**src/design/brp_pkg.sv**
```systemverilog
// Shared types, codes and tables of the bytecode opcode remap parser.
`timescale 1ns / 1ps
`default_nettype none
package brp_pkg;

   // Nesting limit and child count stack geometry
   localparam int MAX_NEST    = 64;
   localparam int STACK_DEPTH = MAX_NEST + 1;
   localparam int NEST_W      = $clog2(STACK_DEPTH);

   localparam int LEN_W = 22;
   localparam int HDR_LEN = 23;
   localparam logic [LEN_W-1:0] MIN_LEN = LEN_W'(24);

   // Status codes
   localparam logic [3:0] ST_OK        = 4'd0;
   localparam logic [3:0] ST_SHORT     = 4'd1;
   localparam logic [3:0] ST_SIG       = 4'd2;
   localparam logic [3:0] ST_NOT32     = 4'd3;
   localparam logic [3:0] ST_MARKERS   = 4'd4;
   localparam logic [3:0] ST_TRUNC     = 4'd5;
   localparam logic [3:0] ST_OVERSIZE  = 4'd6;
   localparam logic [3:0] ST_INVALID   = 4'd7;
   localparam logic [3:0] ST_BADCONST  = 4'd8;
   localparam logic [3:0] ST_BETA      = 4'd9;
   localparam logic [3:0] ST_DEEP      = 4'd10;
   localparam logic [3:0] ST_TRAILING  = 4'd11;

   // Constant tags
   localparam logic [7:0] TAG_NIL   = 8'd0;
   localparam logic [7:0] TAG_FALSE = 8'd1;
   localparam logic [7:0] TAG_TRUE  = 8'd17;
   localparam logic [7:0] TAG_FLT   = 8'd3;
   localparam logic [7:0] TAG_INT   = 8'd19;
   localparam logic [7:0] TAG_SSTR  = 8'd4;
   localparam logic [7:0] TAG_LSTR  = 8'd20;

   localparam logic [31:0] VINT_LIMIT = 32'h01FF_FFFF;
   localparam logic [3:0]  VINT_MAX_BYTES = 4'd10;

   // Section phases of the prototype walk
   typedef enum logic [5:0] {
      PH_HDR, PH_SRC_N, PH_SRC_SK, PH_LINE, PH_LAST, PH_FIX, PH_CODE_N, PH_CODE,
      PH_K_N, PH_K_HEAD, PH_K_TAG, PH_K_NUM, PH_K_SLEN, PH_K_SSK, PH_UP_N,
      PH_UP_SK, PH_P_N, PH_CH_HEAD, PH_LI_N, PH_LI_SK, PH_AB_N, PH_AB_HEAD,
      PH_AB_A, PH_AB_B, PH_LV_N, PH_LV_HEAD, PH_LV_SLEN, PH_LV_SSK, PH_LV_A,
      PH_LV_B, PH_UV_N, PH_UV_HEAD, PH_UV_SLEN, PH_UV_SSK, PH_END, PH_DONE,
      PH_ERR
   } phase_type;

   // One classified beat, front to back
   typedef struct packed {
      logic [7:0]       data;
      logic             last;
      logic [LEN_W-1:0] rem;
      logic             short_len;
      logic             hdr_end;
      logic [4:0]       hdr_idx;
   } beat_type;

   // Expected header signature and format bytes
   function automatic logic [7:0] hdr_byte(input logic [4:0] idx);
      logic [7:0] r;
      case (idx)
         5'd0:  r = 8'h1b;
         5'd1:  r = 8'h4c;
         5'd2:  r = 8'h75;
         5'd3:  r = 8'h61;
         5'd4:  r = 8'h54;
         5'd5:  r = 8'h00;
         5'd6:  r = 8'h19;
         5'd7:  r = 8'h93;
         5'd8:  r = 8'h0d;
         5'd9:  r = 8'h0a;
         5'd10: r = 8'h1a;
         5'd11: r = 8'h0a;
         5'd12: r = 8'h04;
         5'd13: r = 8'h04;
         5'd14: r = 8'h04;
         5'd15: r = 8'h78;
         5'd16: r = 8'h56;
         5'd17: r = 8'h00;
         5'd18: r = 8'h00;
         5'd19: r = 8'h00;
         5'd20: r = 8'h40;
         5'd21: r = 8'hb9;
         5'd22: r = 8'h43;
         default: r = 8'h00;
      endcase
      return r;
   endfunction

endpackage
`default_nettype wire

```
**src/design/brp_front.sv**
```systemverilog
// Front end: byte position counter and per-beat classification.
`timescale 1ns / 1ps
`default_nettype none
module brp_front import brp_pkg::*; (
   input  wire logic             clock,
   input  wire logic             reset,
   input  wire logic             take,
   input  wire logic [7:0]       in_byte,
   input  wire logic [LEN_W-1:0] chunk_length,
   output beat_type              beat
);
   logic [LEN_W-1:0] pos_ff, pos_in;
   logic [LEN_W:0]   pos_inc;
   logic             last;

   // Last byte when position+1 reaches the length
   always_comb begin
      pos_inc = {1'b0, pos_ff} + (LEN_W+1)'(1);
      last = pos_inc >= {1'b0, chunk_length};
      beat.data = in_byte;
      beat.last = last;
      beat.rem = last ? '0 : LEN_W'({1'b0, chunk_length} - pos_inc);
      beat.short_len = chunk_length < MIN_LEN;
      beat.hdr_end = pos_ff >= LEN_W'(HDR_LEN);
      beat.hdr_idx = pos_ff[4:0];
      pos_in = last ? '0 : pos_inc[LEN_W-1:0];
   end

   always_ff @(posedge clock) begin
      if (reset) begin
         pos_ff <= '0;
      end else if (take) begin
         pos_ff <= pos_in;
      end
   end
endmodule
`default_nettype wire

```
**src/design/brp_queue.sv**
```systemverilog
// Two-entry queue of classified beats between front and back.
`timescale 1ns / 1ps
`default_nettype none
module brp_queue import brp_pkg::*; (
   input  wire logic clock,
   input  wire logic reset,
   input  wire logic push,
   input  beat_type  wr_beat,
   output logic      full,
   input  wire logic pop,
   output beat_type  rd_beat,
   output logic      empty
);
   beat_type   slot_ff [2];
   logic       wr_ptr_ff, rd_ptr_ff;
   logic [1:0] count_ff;
   logic       do_push, do_pop;

   assign full = count_ff == 2'd2;
   assign empty = count_ff == 2'd0;
   assign do_push = push && !full;
   assign do_pop = pop && !empty;
   assign rd_beat = slot_ff[rd_ptr_ff];

   // Pointers and fill count
   always_ff @(posedge clock) begin
      if (reset) begin
         wr_ptr_ff <= 1'b0;
         rd_ptr_ff <= 1'b0;
         count_ff <= 2'd0;
      end else begin
         if (do_push) wr_ptr_ff <= !wr_ptr_ff;
         if (do_pop) rd_ptr_ff <= !rd_ptr_ff;
         count_ff <= count_ff + 2'(do_push) - 2'(do_pop);
      end
   end

   // Storage
   always_ff @(posedge clock) begin
      if (do_push) slot_ff[wr_ptr_ff] <= wr_beat;
   end
endmodule
`default_nettype wire

```
**src/design/brp_back.sv**
```systemverilog
// Back end: prototype walker, opcode remap, child count stack, result register.
`timescale 1ns / 1ps
`default_nettype none
module brp_back import brp_pkg::*; (
   input  wire logic clock,
   input  wire logic reset,
   input  beat_type  beat,
   input  wire logic beat_empty,
   output logic      beat_pop,
   input  wire logic rsp_pop,
   output logic      rsp_empty,
   output logic [7:0] rsp_out_byte,
   output logic      rsp_final_res,
   output logic [3:0] rsp_status
);
   phase_type         phase_ff, phase_in;
   logic [31:0]       vval_ff, vval_in;
   logic [3:0]        vbytes_ff, vbytes_in;
   logic [31:0]       items_ff, items_in;
   logic [31:0]       skip_ff, skip_in;
   logic [NEST_W-1:0] depth_ff, depth_in;
   logic [31:0]       top_ff, top_in;
   logic [3:0]        err_ff, err_in;
   logic [31:0]       parent_ff;
   logic [31:0]       stack_mem [STACK_DEPTH];
   logic              push_we;
   logic [31:0]       push_data;
   logic [NEST_W-1:0] push_addr;
   logic [NEST_W-1:0] rd_addr;

   logic              vld_ff;
   logic [7:0]        ob_ff;
   logic              fin_ff;
   logic [3:0]        st_ff;
   logic [7:0]        ob;
   logic [3:0]        st;

   logic              advance;
   logic              is_vint, go, stop;
   logic [31:0]       v, nv;
   logic [3:0]        nb;
   logic [6:0]        op;
   logic [33:0]       v_ext;
   logic [33:0]       rem_ext;

   assign advance = !beat_empty && (!vld_ff || rsp_pop);
   assign beat_pop = advance;

   // Step one beat through the walk, then settle zero-length items
   always_comb begin
      phase_in = phase_ff;
      vval_in = vval_ff;
      vbytes_in = vbytes_ff;
      items_in = items_ff;
      skip_in = skip_ff;
      depth_in = depth_ff;
      top_in = top_ff;
      err_in = err_ff;
      push_we = 1'b0;
      push_data = '0;
      push_addr = '0;
      ob = beat.data;
      st = ST_OK;
      v = '0;
      nv = {vval_ff[24:0], beat.data[6:0]};
      nb = vbytes_ff + 4'd1;
      op = beat.data[6:0];
      go = 1'b1;
      stop = 1'b0;
      rem_ext = {12'd0, beat.rem};
      is_vint = !(phase_ff inside {PH_HDR, PH_ERR, PH_DONE, PH_SRC_SK, PH_FIX,
                                   PH_CODE, PH_K_NUM, PH_K_SSK, PH_UP_SK,
                                   PH_LI_SK, PH_LV_SSK, PH_UV_SSK, PH_K_TAG});

      // Varint accumulation
      if (is_vint) begin
         if (vval_ff > VINT_LIMIT) begin
            err_in = ST_OVERSIZE;
            phase_in = PH_ERR;
            go = 1'b0;
         end else if (beat.data[7]) begin
            v = nv;
            vval_in = '0;
            vbytes_in = '0;
         end else begin
            vval_in = nv;
            vbytes_in = nb;
            go = 1'b0;
            if (nb >= VINT_MAX_BYTES) begin
               err_in = ST_INVALID;
               phase_in = PH_ERR;
            end
         end
      end
      v_ext = {2'b00, v};

      if (go) begin
         case (phase_ff)
            PH_HDR: begin
               if (beat.short_len) begin
                  err_in = ST_SHORT;
                  phase_in = PH_ERR;
               end else if (!beat.hdr_end) begin
                  if (beat.data != hdr_byte(beat.hdr_idx)) begin
                     phase_in = PH_ERR;
                     if (beat.hdr_idx < 5'd6) err_in = ST_SIG;
                     else if (beat.hdr_idx < 5'd15) err_in = ST_NOT32;
                     else err_in = ST_MARKERS;
                  end
               end else begin
                  depth_in = '0;
                  phase_in = PH_SRC_N;
               end
            end
            PH_SRC_SK, PH_FIX, PH_K_NUM, PH_K_SSK, PH_UP_SK, PH_LI_SK, PH_LV_SSK,
            PH_UV_SSK: begin
               if (skip_ff != '0) skip_in = skip_ff - 32'd1;
            end
            PH_CODE: begin
               if (skip_ff[1:0] == 2'd0) begin
                  if (op <= 7'd4) begin
                     ob = beat.data;
                  end else if (op >= 7'd6 && op <= 7'd80) begin
                     ob = {beat.data[7], op + 7'd2};
                  end else if (op >= 7'd81 && op <= 7'd83) begin
                     ob = {beat.data[7], op - 7'd76};
                  end else begin
                     err_in = ST_BETA;
                     phase_in = PH_ERR;
                  end
               end
               if (phase_in != PH_ERR && skip_ff != '0) skip_in = skip_ff - 32'd1;
            end
            PH_K_TAG: begin
               case (beat.data)
                  TAG_NIL, TAG_FALSE, TAG_TRUE: phase_in = PH_K_HEAD;
                  TAG_FLT, TAG_INT: begin
                     skip_in = 32'd4;
                     phase_in = PH_K_NUM;
                  end
                  TAG_SSTR, TAG_LSTR: phase_in = PH_K_SLEN;
                  default: begin
                     err_in = ST_BADCONST;
                     phase_in = PH_ERR;
                  end
               endcase
            end
            PH_SRC_N: begin
               skip_in = (v == '0) ? '0 : v - 32'd1;
               phase_in = PH_SRC_SK;
            end
            PH_LINE: phase_in = PH_LAST;
            PH_LAST: begin
               skip_in = 32'd3;
               phase_in = PH_FIX;
            end
            PH_CODE_N: begin
               if ({v_ext[31:0], 2'b00} > rem_ext) begin
                  err_in = ST_TRUNC;
                  phase_in = PH_ERR;
               end else begin
                  skip_in = {v[29:0], 2'b00};
                  phase_in = PH_CODE;
               end
            end
            PH_K_N: begin
               items_in = v;
               phase_in = PH_K_HEAD;
            end
            PH_K_SLEN: begin
               skip_in = (v == '0) ? '0 : v - 32'd1;
               phase_in = PH_K_SSK;
            end
            PH_UP_N: begin
               if (v_ext + {v_ext[32:0], 1'b0} > rem_ext) begin
                  err_in = ST_TRUNC;
                  phase_in = PH_ERR;
               end else begin
                  skip_in = v + {v[30:0], 1'b0};
                  phase_in = PH_UP_SK;
               end
            end
            PH_P_N: begin
               top_in = v;
               phase_in = PH_CH_HEAD;
            end
            PH_LI_N: begin
               if (v_ext > rem_ext) begin
                  err_in = ST_TRUNC;
                  phase_in = PH_ERR;
               end else begin
                  skip_in = v;
                  phase_in = PH_LI_SK;
               end
            end
            PH_AB_N: begin
               items_in = v;
               phase_in = PH_AB_HEAD;
            end
            PH_AB_A: phase_in = PH_AB_B;
            PH_AB_B: phase_in = PH_AB_HEAD;
            PH_LV_N: begin
               items_in = v;
               phase_in = PH_LV_HEAD;
            end
            PH_LV_SLEN: begin
               skip_in = (v == '0) ? '0 : v - 32'd1;
               phase_in = PH_LV_SSK;
            end
            PH_LV_A: phase_in = PH_LV_B;
            PH_LV_B: phase_in = PH_LV_HEAD;
            PH_UV_N: begin
               items_in = v;
               phase_in = PH_UV_HEAD;
            end
            PH_UV_SLEN: begin
               skip_in = (v == '0) ? '0 : v - 32'd1;
               phase_in = PH_UV_SSK;
            end
            PH_DONE: begin
               err_in = ST_TRAILING;
               phase_in = PH_ERR;
            end
            default: ;
         endcase

         // Settle: at most a handful of non-consuming transitions
         for (int i = 0; i < 6; i++) begin
            if (!stop) begin
               case (phase_in)
                  PH_SRC_SK, PH_FIX, PH_CODE, PH_K_NUM, PH_K_SSK, PH_UP_SK,
                  PH_LI_SK, PH_LV_SSK, PH_UV_SSK: begin
                     if (skip_in != '0) begin
                        stop = 1'b1;
                     end else begin
                        case (phase_in)
                           PH_SRC_SK: phase_in = PH_LINE;
                           PH_FIX:    phase_in = PH_CODE_N;
                           PH_CODE:   phase_in = PH_K_N;
                           PH_UP_SK:  phase_in = PH_P_N;
                           PH_LI_SK:  phase_in = PH_AB_N;
                           PH_LV_SSK: phase_in = PH_LV_A;
                           PH_UV_SSK: phase_in = PH_UV_HEAD;
                           default:   phase_in = PH_K_HEAD;
                        endcase
                     end
                  end
                  PH_K_HEAD, PH_AB_HEAD, PH_LV_HEAD, PH_UV_HEAD: begin
                     if (items_in == '0) begin
                        case (phase_in)
                           PH_K_HEAD:  phase_in = PH_UP_N;
                           PH_AB_HEAD: phase_in = PH_LV_N;
                           PH_LV_HEAD: phase_in = PH_UV_N;
                           default:    phase_in = PH_END;
                        endcase
                     end else begin
                        items_in = items_in - 32'd1;
                        case (phase_in)
                           PH_K_HEAD:  phase_in = PH_K_TAG;
                           PH_AB_HEAD: phase_in = PH_AB_A;
                           PH_LV_HEAD: phase_in = PH_LV_SLEN;
                           default:    phase_in = PH_UV_SLEN;
                        endcase
                     end
                  end
                  PH_CH_HEAD: begin
                     if (top_in == '0) begin
                        phase_in = PH_LI_N;
                     end else if (depth_in == NEST_W'(MAX_NEST)) begin
                        err_in = ST_DEEP;
                        phase_in = PH_ERR;
                        stop = 1'b1;
                     end else begin
                        // Push: park the decremented count, child gets a new top
                        push_we = 1'b1;
                        push_data = top_in - 32'd1;
                        push_addr = depth_in;
                        depth_in = depth_in + NEST_W'(1);
                        phase_in = PH_SRC_N;
                     end
                  end
                  PH_END: begin
                     if (depth_in == '0) begin
                        phase_in = PH_DONE;
                     end else begin
                        depth_in = depth_in - NEST_W'(1);
                        top_in = parent_ff;
                        phase_in = PH_CH_HEAD;
                     end
                  end
                  default: stop = 1'b1;
               endcase
            end
         end
      end

      if (beat.last) begin
         if (err_in != ST_OK) st = err_in;
         else st = (phase_in == PH_DONE) ? ST_OK : ST_TRUNC;
      end
   end

   // Walk state; the last beat returns everything to reset
   always_ff @(posedge clock) begin
      if (reset) begin
         phase_ff <= PH_HDR;
         vval_ff <= '0;
         vbytes_ff <= '0;
         items_ff <= '0;
         skip_ff <= '0;
         depth_ff <= '0;
         top_ff <= '0;
         err_ff <= ST_OK;
      end else if (advance) begin
         if (beat.last) begin
            phase_ff <= PH_HDR;
            vval_ff <= '0;
            vbytes_ff <= '0;
            items_ff <= '0;
            skip_ff <= '0;
            depth_ff <= '0;
            top_ff <= '0;
            err_ff <= ST_OK;
         end else begin
            phase_ff <= phase_in;
            vval_ff <= vval_in;
            vbytes_ff <= vbytes_in;
            items_ff <= items_in;
            skip_ff <= skip_in;
            depth_ff <= depth_in;
            top_ff <= top_in;
            err_ff <= err_in;
         end
      end
   end

   // Child count stack: parent of the current level is read every cycle
   assign rd_addr = (depth_ff == '0) ? '0 : depth_ff - NEST_W'(1);

   always_ff @(posedge clock) begin
      if (advance && push_we) stack_mem[push_addr] <= push_data;
      parent_ff <= stack_mem[rd_addr];
   end

   // Result register
   always_ff @(posedge clock) begin
      if (reset) begin
         vld_ff <= 1'b0;
      end else if (advance) begin
         vld_ff <= 1'b1;
      end else if (rsp_pop) begin
         vld_ff <= 1'b0;
      end
   end

   always_ff @(posedge clock) begin
      if (advance) begin
         ob_ff <= ob;
         fin_ff <= beat.last;
         st_ff <= st;
      end
   end

   assign rsp_empty = !vld_ff;
   assign rsp_out_byte = ob_ff;
   assign rsp_final_res = fin_ff;
   assign rsp_status = st_ff;
endmodule
`default_nettype wire

```
**src/design/bytecode_opcode_remap_parser_core.sv**
```systemverilog
// Top level of the bytecode opcode remap parser.
//
//  channel  handshake      beat contents
//  req      push / full    req_in_byte, req_chunk_length
//  rsp      pop / empty    rsp_out_byte, rsp_final_res, rsp_status
//
// One byte per cycle sustained while the result side keeps popping; an accepted
// byte passes through the queue, then the result register, to the result ports.
// Each byte is parsed by the back end's phase and stack logic.
// Reset is synchronous and returns the byte position and walk to the header.
// A stalled result side fills the two-entry queue, then raises full.
`timescale 1ns / 1ps
`default_nettype none
module bytecode_opcode_remap_parser_core import brp_pkg::*; (
   input  wire logic             clock,
   input  wire logic             reset,
   input  wire logic             push,
   output logic                  full,
   input  wire logic [7:0]       req_in_byte,
   input  wire logic [LEN_W-1:0] req_chunk_length,
   output logic                  empty,
   input  wire logic             pop,
   output logic [7:0]            rsp_out_byte,
   output logic                  rsp_final_res,
   output logic [3:0]            rsp_status
);
   beat_type wr_beat, rd_beat;
   logic     q_empty, q_pop, take;

   assign take = push && !full;

   brp_front u_front (
      .clock(clock), .reset(reset), .take(take),
      .in_byte(req_in_byte), .chunk_length(req_chunk_length), .beat(wr_beat)
   );

   brp_queue u_queue (
      .clock(clock), .reset(reset), .push(push), .wr_beat(wr_beat), .full(full),
      .pop(q_pop), .rd_beat(rd_beat), .empty(q_empty)
   );

   brp_back u_back (
      .clock(clock), .reset(reset), .beat(rd_beat), .beat_empty(q_empty),
      .beat_pop(q_pop), .rsp_pop(pop), .rsp_empty(empty),
      .rsp_out_byte(rsp_out_byte), .rsp_final_res(rsp_final_res),
      .rsp_status(rsp_status)
   );
endmodule
`default_nettype wire

```
**config.mk**
```make
export PLATFORM = sky130hd
export DESIGN_NAME = bytecode_opcode_remap_parser_core
export DESIGN_NICKNAME = d
export VERILOG_FILES = /design/src/design/brp_pkg.sv /design/src/design/brp_front.sv /design/src/design/brp_queue.sv /design/src/design/brp_back.sv /design/src/design/bytecode_opcode_remap_parser_core.sv
export SDC_FILE = /design/constraint.sdc
export NUM_CORES = 2
export LEC_CHECK = 0
export BUFFER_PORTS_ARGS = -buffer_cell sky130_fd_sc_hd__buf_2
export CAP_MARGIN = 20
export CORE_MARGIN = 2
export CORE_UTILIZATION = 30
export CTS_BUF_LIST = sky130_fd_sc_hd__clkbuf_8 sky130_fd_sc_hd__clkbuf_16
export CTS_CLUSTER_DIAMETER = 200
export DETAILED_ROUTE_END_ITERATION = 8
export PLACE_DENSITY = 0.53
export SKIP_CTS_REPAIR_TIMING = 1
export SYNTH_ARGS = -nofsm -noshare
export SYNTH_HDL_FRONTEND = slang
export SYNTH_HIERARCHICAL = 1
export SYNTH_SLANG_ARGS = --single-unit
```
**constraint.sdc**
```tcl
create_clock -name clock -period 22.2 [get_ports clock]
set_input_delay 5.55 -clock clock [delete_from_list [all_inputs] [get_ports clock]]
set_output_delay 5.55 -clock clock [all_outputs]
set_load 0.02 [all_outputs]
```
**After elaboration in Yosys (flattened, before gate mapping)**

Memories as Yosys holds them, arrays and structs flattened. A register that Yosys moved wholly into a read port is not among the register bits.
Cells that the tools add are included.

- Bits in read-only memories: 256
- RAM bits: 2156
- Register bits after elaboration: 189
- Memories: 3

Memories:

| name | depth | width | rd ports | clocked after Yosys merged registers in | write ports | line | text |
|---|---|---|---|---|---|---|---|
| u_back.stack_mem | 65 | 32 | 1 | 1 | 1 | brp_back.sv:25 | `logic [31:0] stack_mem [STACK_DEPTH];` |
| (no name shown) | 32 | 8 | 1 | 0 | 0 | brp_pkg.sv:64 | `case (idx)` |
| u_queue.slot_ff | 2 | 38 | 1 | 1 | 1 | brp_queue.sv:14 | `beat_type slot_ff [2];` |

- Reduce and logical (&&, ||, !) cells: 71
- Magnitude comparators: 15
- Add/subtract/negate cells: 36
- Mux-type cells: 374
- Equality and inequality tests: 138

Operator list:

| kind | count |
|---|---|
| 32-bit 2-to-1 mux | 95 |
| 7-bit 2-to-1 mux | 67 |
| 32-bit by 1-bit subtractor with 32-bit output, second input constant | 14 |
| 32-bit zero test | 13 |
| 6-bit 2-to-1 mux | 59 |
| 6-bit by 5-bit == test with 1-bit output, second input constant | 48 |
| 32-bit case mux with 8 select lines | 1 |
| 6-bit case mux with 3 select lines | 13 |
| 5-bit case mux with 7 select lines | 6 |
| 4-bit 2-to-1 mux | 49 |
| 6-bit by 4-bit == test with 1-bit output, second input constant | 31 |
| 6-bit case mux with 4 select lines | 6 |
| 6-bit case mux with 20 select lines | 1 |
| 6-bit == test, second input constant | 17 |
| 6-bit by 3-bit == test with 1-bit output, second input constant | 16 |
| 7-bit case mux with 2 select lines | 6 |
| 34-bit by 22-bit greater-than comparator with 1-bit output | 2 |
| 32-bit nonzero test | 2 |
| 1-bit 2-to-1 mux | 57 |
| 9-bit OR reduction | 6 |
| 7-bit zero test | 7 |
| 7-bit by 1-bit subtractor with 7-bit output, second input constant | 7 |
| 6-bit by 2-bit == test with 1-bit output, second input constant | 8 |
| 22-bit 2-to-1 mux | 2 |
| 53 further kinds | 101 |

**Logic depth before layout (Yosys ltp)**

- Word-level depth: 54
- Mapped depth: 60
- Gate-level depth less buffers: 52

**By module**

Netlist, hierarchy kept.

Modules (own cells, without submodules):

| module | area each (sq um) | times used | cells an instance | seq. area each (sq um) |
|---|---|---|---|---|
| brp_back | 109906.7 | 1 | 9270 | 66493.8 |
| brp_front | 3368.2 | 1 | 449 | 440.4 |
| brp_queue | 2976.6 | 1 | 145 | 2382.3 |
| bytecode_opcode_remap_parser_core | 13.8 | 1 | 1 | 0.0 |

**Worst setup path after synthesis**

Ideal clock, no wire load.

- Path kind: flip-flop to flip-flop
- Start point: reg u_back.phase_ff[2]
- End point: mem u_back.stack_mem[64][0], enable pin
- Clock period less this slack: 15.318 ns
- Arrival time: 14.816 ns
- Stages on the path, launching flop included: 59
- Required time: 21.699 ns
- Slack: 6.882 ns
- Cells stage by stage: dfxtp_1 > buf_2 > or3b_1 > a311o_1 > a21oi_1 > buf_2 > nor2_1 > buf_2 > buf_2 > buf_2 > nand2_1 > inv_1 > ha_1 > fa_1 > a211oi_1 > o21ai_0 > a31oi_1 > o31ai_1 > [... 23 more ...] > ha_1 > nand4_1 > nor2_1 > mux2i_1 > or3_1 > nand2_1 > nor2_1 > nor2_1 > xnor2_1 > inv_1 > ha_1 > inv_1 > a211oi_1 > nand4_2 > o211ai_1 > a21o_1 > nand2_1 > nor4_1

- Word-level cells in the longest chain between the ends: 50
- Elaborated cells on any way between the ends: 404
- Those cells by class: 17 x add/sub; 3 x order compare; 113 x eq/ne; 229 x mux; 42 x reduce/logical

Ends and longest elaborated chain:

| item | line | text |
|---|---|---|
| from (decl) | brp_back.sv:16 | `phase_type phase_ff, phase_in;` |
| from (signal assigned) | brp_back.sv:325 | `phase_ff <= phase_in;` |
| parallel branches: the longest is 50 deep, another holds 32-bit by 33-bit adder with 34-bit output | - |  |
| to (decl) | brp_back.sv:25 |  |

Parallel ways; which one is timed is not known. The select of a mux whose other input is x is not followed.

**Worst setup path in the final report**

- Start point: reg u_back.phase_ff[2]
- End point: mem u_back.stack_mem[0][31], enable pin

Same word-level chain as after synthesis.

==> metrics.yaml <==
outcome: "finished clean"
detailed_route_iter0_violations: 11200
clk_pin_slew_ps: 60
final_layout_size_suffix_gt1_share_pct: 11.8
period_minus_slack_ps: 17990
finalHoldWorstSlack_ps: 447
vias: 87500
worst_ir_drop_vdd_mv: 0.0921
grt_setup_unrepaired: "false"
synth-seq-area-share_pct: 59.6
initial_utilization_pct: 30.1
final_cells: 15100
drv_cap: 0
dpl.cell_count: 14600
die_area_um2: 393000
critPathRequiredTime_ps: 22700
h-tree-depth: 5
synth-seq-cells: 2378
synth_async_sr_flop_share_pct: 0
slew_margin_rel_pct: 18.1
critical_path.endpoint_type: "flip-flop"
postSynthCellCount: 9865
timing_worst_setup_path_type: "flip-flop to flip-flop"
post-route-worst-setup-slack_ps: 4210
clock_insertion_delay_worst_skew_ps: 940
placement.io_buffers: 48
seqPwrFrac_pct: 38.6
grt_usage_pct: 21.8
hpwlAfterDp_um: 293000
synthesis.nets: 10100
setup_viol: 0
pwr_density_cell_nw_per_um2: 96.7
area.growth.synth_to_final_pct: 14.1
synthesis.area_um2: 116000
regToRegStartpoint: "u_back/phase_ff[2]"
cts_sinks: 2378
sequential_cell_area_um2: 69300
cp.arrival_ps: 18480
drt-pass1-iter-count: 7
drc_violations_left: 0
vias_in_the_first_global_route: 82300
clock_tree.root_cell: "sky130_fd_sc_hd__clkbuf_16"
vias_per_cell: 5.78
grt_antenna_before_repair: 24
worst_path_largest_cell_delay_ps: 1190
post_synth_edffs: 2169
post-place-ws_ps: 4760
synth_ff_type: "sky130_fd_sc_hd__edfxtp_1"
internal_power_uw: 8360
final_min_period_over_clock_period_pct: 81.0
worst_r2r_endpoint: "u_back/stack_mem[0][31]"
maximum_number_of_pins_on_one_net_before_global_route_repair: 166
r2r_depth: 49
clock.fmax_ghz: 0.0556
pin_slew_with_the_least_headroom_to_its_limit_ps: 1220
fin_skew_ps: 92.9
layout.filler_cells: 37800
power_frac_comb_pct: 26.9
startpoint_of_the_lowest_slack_hold_path: "u_back/stack_mem[64][7]"
placementRows: 228
synth_warnings: 6
netlist.top_cell.by_area: "sky130_fd_sc_hd__edfxtp_1"
fp.coreArea_um2: 386000
tritoncts_clock_tree: "done"
route.final.wire_length_um: 445000
cpMaxStageDelayCell: "sky130_fd_sc_hd__nor2_4"
synth_cell_types: 127
reg2reg_slack_ps: 4210
syn_area_per_cell_um2: 11.8
dieWidth_um: 627
die_height_um: 627
cts_made_buffers: 275
number_of_primary_i_o_pins: 49
holdPathStages: 1
finalMaxSlewViolations: 0
place.gp.congestion: 0.948
timing.hold.worst.class: "flip-flop to flip-flop"
cellLeakagePower_uw: 0.0396
timing.setup.tns_ps: 0
final_nets: 9995
cp-start-kind: "flip-flop"
synthDominantCellAreaShare_pct: 56.0
clk_path_buf_depth: 4
critical_path_peak_fanout: 34
route.detailed.wl_per_inst_um: 29.4
hold_path_end: "u_back/parent_ff[7]"
multi_input_area_um2: 44500
finalHoldViolCount: 0
first_pass_grt_wire_length_um: 623000
design_power_total_uw: 12800
globalRoute.totalOverflow: 0
route.antenna.remaining_nets: 0
net-switching-power_uw: 4460
top_area_cells_in_the_synthesized_netlist: "sky130_fd_sc_hd__edfxtp_1, sky130_fd_sc_hd__dfxtp_1, sky130_fd_sc_hd__a211oi_1, sky130_fd_sc_hd__nand2_1, sky130_fd_sc_hd__a21oi_1"
netSwitchingFraction_pct: 34.8
power_frac_clock_pct: 34.6
## placed cells by master, fill, tap and decap left out, types with 49 or more instances in the layout
| master | synthesis | final |
|---|---|---|
| sky130_fd_sc_hd__dfxtp_1 | 209 | 207 |
| sky130_fd_sc_hd__a311oi_1 | 264 | 264 |
| sky130_fd_sc_hd__o221ai_1 | 144 | 144 |
| sky130_fd_sc_hd__xnor2_1 | 188 | 188 |
| sky130_fd_sc_hd__nand2b_1 | 184 | 184 |
| sky130_fd_sc_hd__nor4_1 | 64 | 59 |
| sky130_fd_sc_hd__buf_2 | 31 | 49 |
| sky130_fd_sc_hd__or3_1 | 180 | 180 |
| sky130_fd_sc_hd__clkbuf_16 | 0 | 280 |
| sky130_fd_sc_hd__mux4_2 | 136 | 136 |
| sky130_fd_sc_hd__nand4_1 | 81 | 81 |
| sky130_fd_sc_hd__ha_1 | 220 | 220 |
| sky130_fd_sc_hd__buf_4 | 17 | 230 |
| sky130_fd_sc_hd__mux2_2 | 85 | 85 |
| sky130_fd_sc_hd__clkinv_1 | 0 | 62 |
| sky130_fd_sc_hd__a22oi_1 | 62 | 62 |
| sky130_fd_sc_hd__a31oi_1 | 63 | 60 |
| sky130_fd_sc_hd__nand2_1 | 1032 | 1027 |
| sky130_fd_sc_hd__nor2_4 | 0 | 82 |
| sky130_fd_sc_hd__and2_1 | 302 | 300 |
| sky130_fd_sc_hd__a21oi_1 | 664 | 641 |
| sky130_fd_sc_hd__nor3_1 | 169 | 166 |
| sky130_fd_sc_hd__xor2_1 | 85 | 85 |
| sky130_fd_sc_hd__a211oi_1 | 527 | 527 |
| sky130_fd_sc_hd__nand3_1 | 173 | 166 |
| sky130_fd_sc_hd__o21ai_0 | 507 | 505 |
| sky130_fd_sc_hd__edfxtp_1 | 2169 | 2169 |
| sky130_fd_sc_hd__inv_1 | 184 | 234 |
| sky130_fd_sc_hd__nor2_1 | 607 | 522 |
## synth_stat cells (all sizes together) (83+ instances only)
| library cell | n |
|---|---|
| o21ai | 526 |
| mux2 | 86 |
| a211oi | 529 |
| nand3 | 175 |
| nand2b | 185 |
| inv | 186 |
| and2 | 302 |
| o221ai | 146 |
| clkbuf | 622 |
| nand4 | 83 |
| or3 | 182 |
| a311oi | 264 |
| xor2 | 86 |
| nor3 | 174 |
| mux4 | 136 |
| ha | 220 |
| nor2 | 610 |
| xnor2 | 188 |
| a21oi | 671 |
| nand2 | 1033 |
| dfxtp | 209 |
| edfxtp | 2169 |
| buf | 99 |
## power by group through the flow
stage                     registers, µW  clock network [µW]  logic [µW]
final                              4950                4430        3450
after global routing               4950                4670        3600
after CTS                          4950                4510        3330
after detailed placement           5040                   0        3320
after global placement             5040                   0        3350
after floorplan                    5020                   0        1970
## per-layer routing
layer | routed length, µm | track usage (%)
met5 | 28 | 0
met4 | 14100 | 6.42
met3 | 39800 | 3.89
met2 | 201000 | 34.1
met1 | 190000 | 30.8
## through the flow
stage	instance area (µm²)	utilization (%)
floorplan	116000	-
global placement	123000	31.9
detailed placement	123000	32.0
CTS	132000	34.3
global route	133000	34.4
finish	133000	34.4
## critical path, delay by kind of cell, from the launching register on
| kind | cells | cell delay (ps) |
|---|---|---|
| AOI/OAI and AO/OA | 15 | 4620 |
| xor gates and xnor gates | 1 | 490 |
| adders and majority gates | 5 | 1330 |
| buffers and inverters | 5 | 1570 |
| DFF | 1 | 910 |
| and+or+nand+nor | 23 | 8570 |
## logic make-up (layout without fill, tap and decap cells)
logic type / Yosys count / count (layout) / synth area share, %
compound gates: 2761 / 2761 / 16.1
simple gates: 3063 / 3063 / 13.0
flops: 2378 / 2378 / 59.6
fa+ha+maj: 222 / 222 / 2.40
other cells: 0 / 12 / 0
xor+xnor: 274 / 274 / 2.07
mux: 260 / 260 / 3.79
buf+inv: 907 / 995 / 3.03
## state kept, by name, summed over array words and instances (netlist names), 22 cells and up, named ones only
| signal | flops |
|---|---|
| u_back/top_ff | 32 |
| u_front/pos_ff | 22 |
| u_back/parent_ff | 32 |
| u_back/stack_mem | 2080 |
| u_back/vval_ff | 32 |
| u_queue/slot_ff | 76 |
| u_back/skip_ff | 32 |
| u_back/items_ff | 32 |
## how the worst max path moves through the flow
| stage | from | end | slack (ps) | cells after the start |
|---|---|---|---|---|
| after global routing | u_back/phase_ff[2] | u_back/stack_mem[40][6] | 3350 | 49 |
| after CTS | u_back/phase_ff[2] | u_back/stack_mem[25][14] | 4650 | 49 |
| after detailed placement | u_back/phase_ff[2] | u_back/stack_mem[25][19] | 4760 | 49 |
| final | u_back/phase_ff[2] | u_back/stack_mem[0][31] | 4210 | 49 |
| after global placement | u_back/vval_ff[27] | u_back/stack_mem[28][5] | 4930 | 49 |
| after floorplan | u_back/phase_ff[2] | u_back/stack_mem[64][0] | 6880 | 58 |
## layout make-up
class                   count  share of cell area [%]
multi-input cells        6580                    33.6
clock inverters           205                    1.32
well taps                5175                    4.88
diodes                     12                  0.0226
clock buffers             286                    5.34
repair buffers            318                    2.08
flip-flops and latches   2378                    52.3
inverters                 186                   0.534
Power figures use the tool's default switching activity.
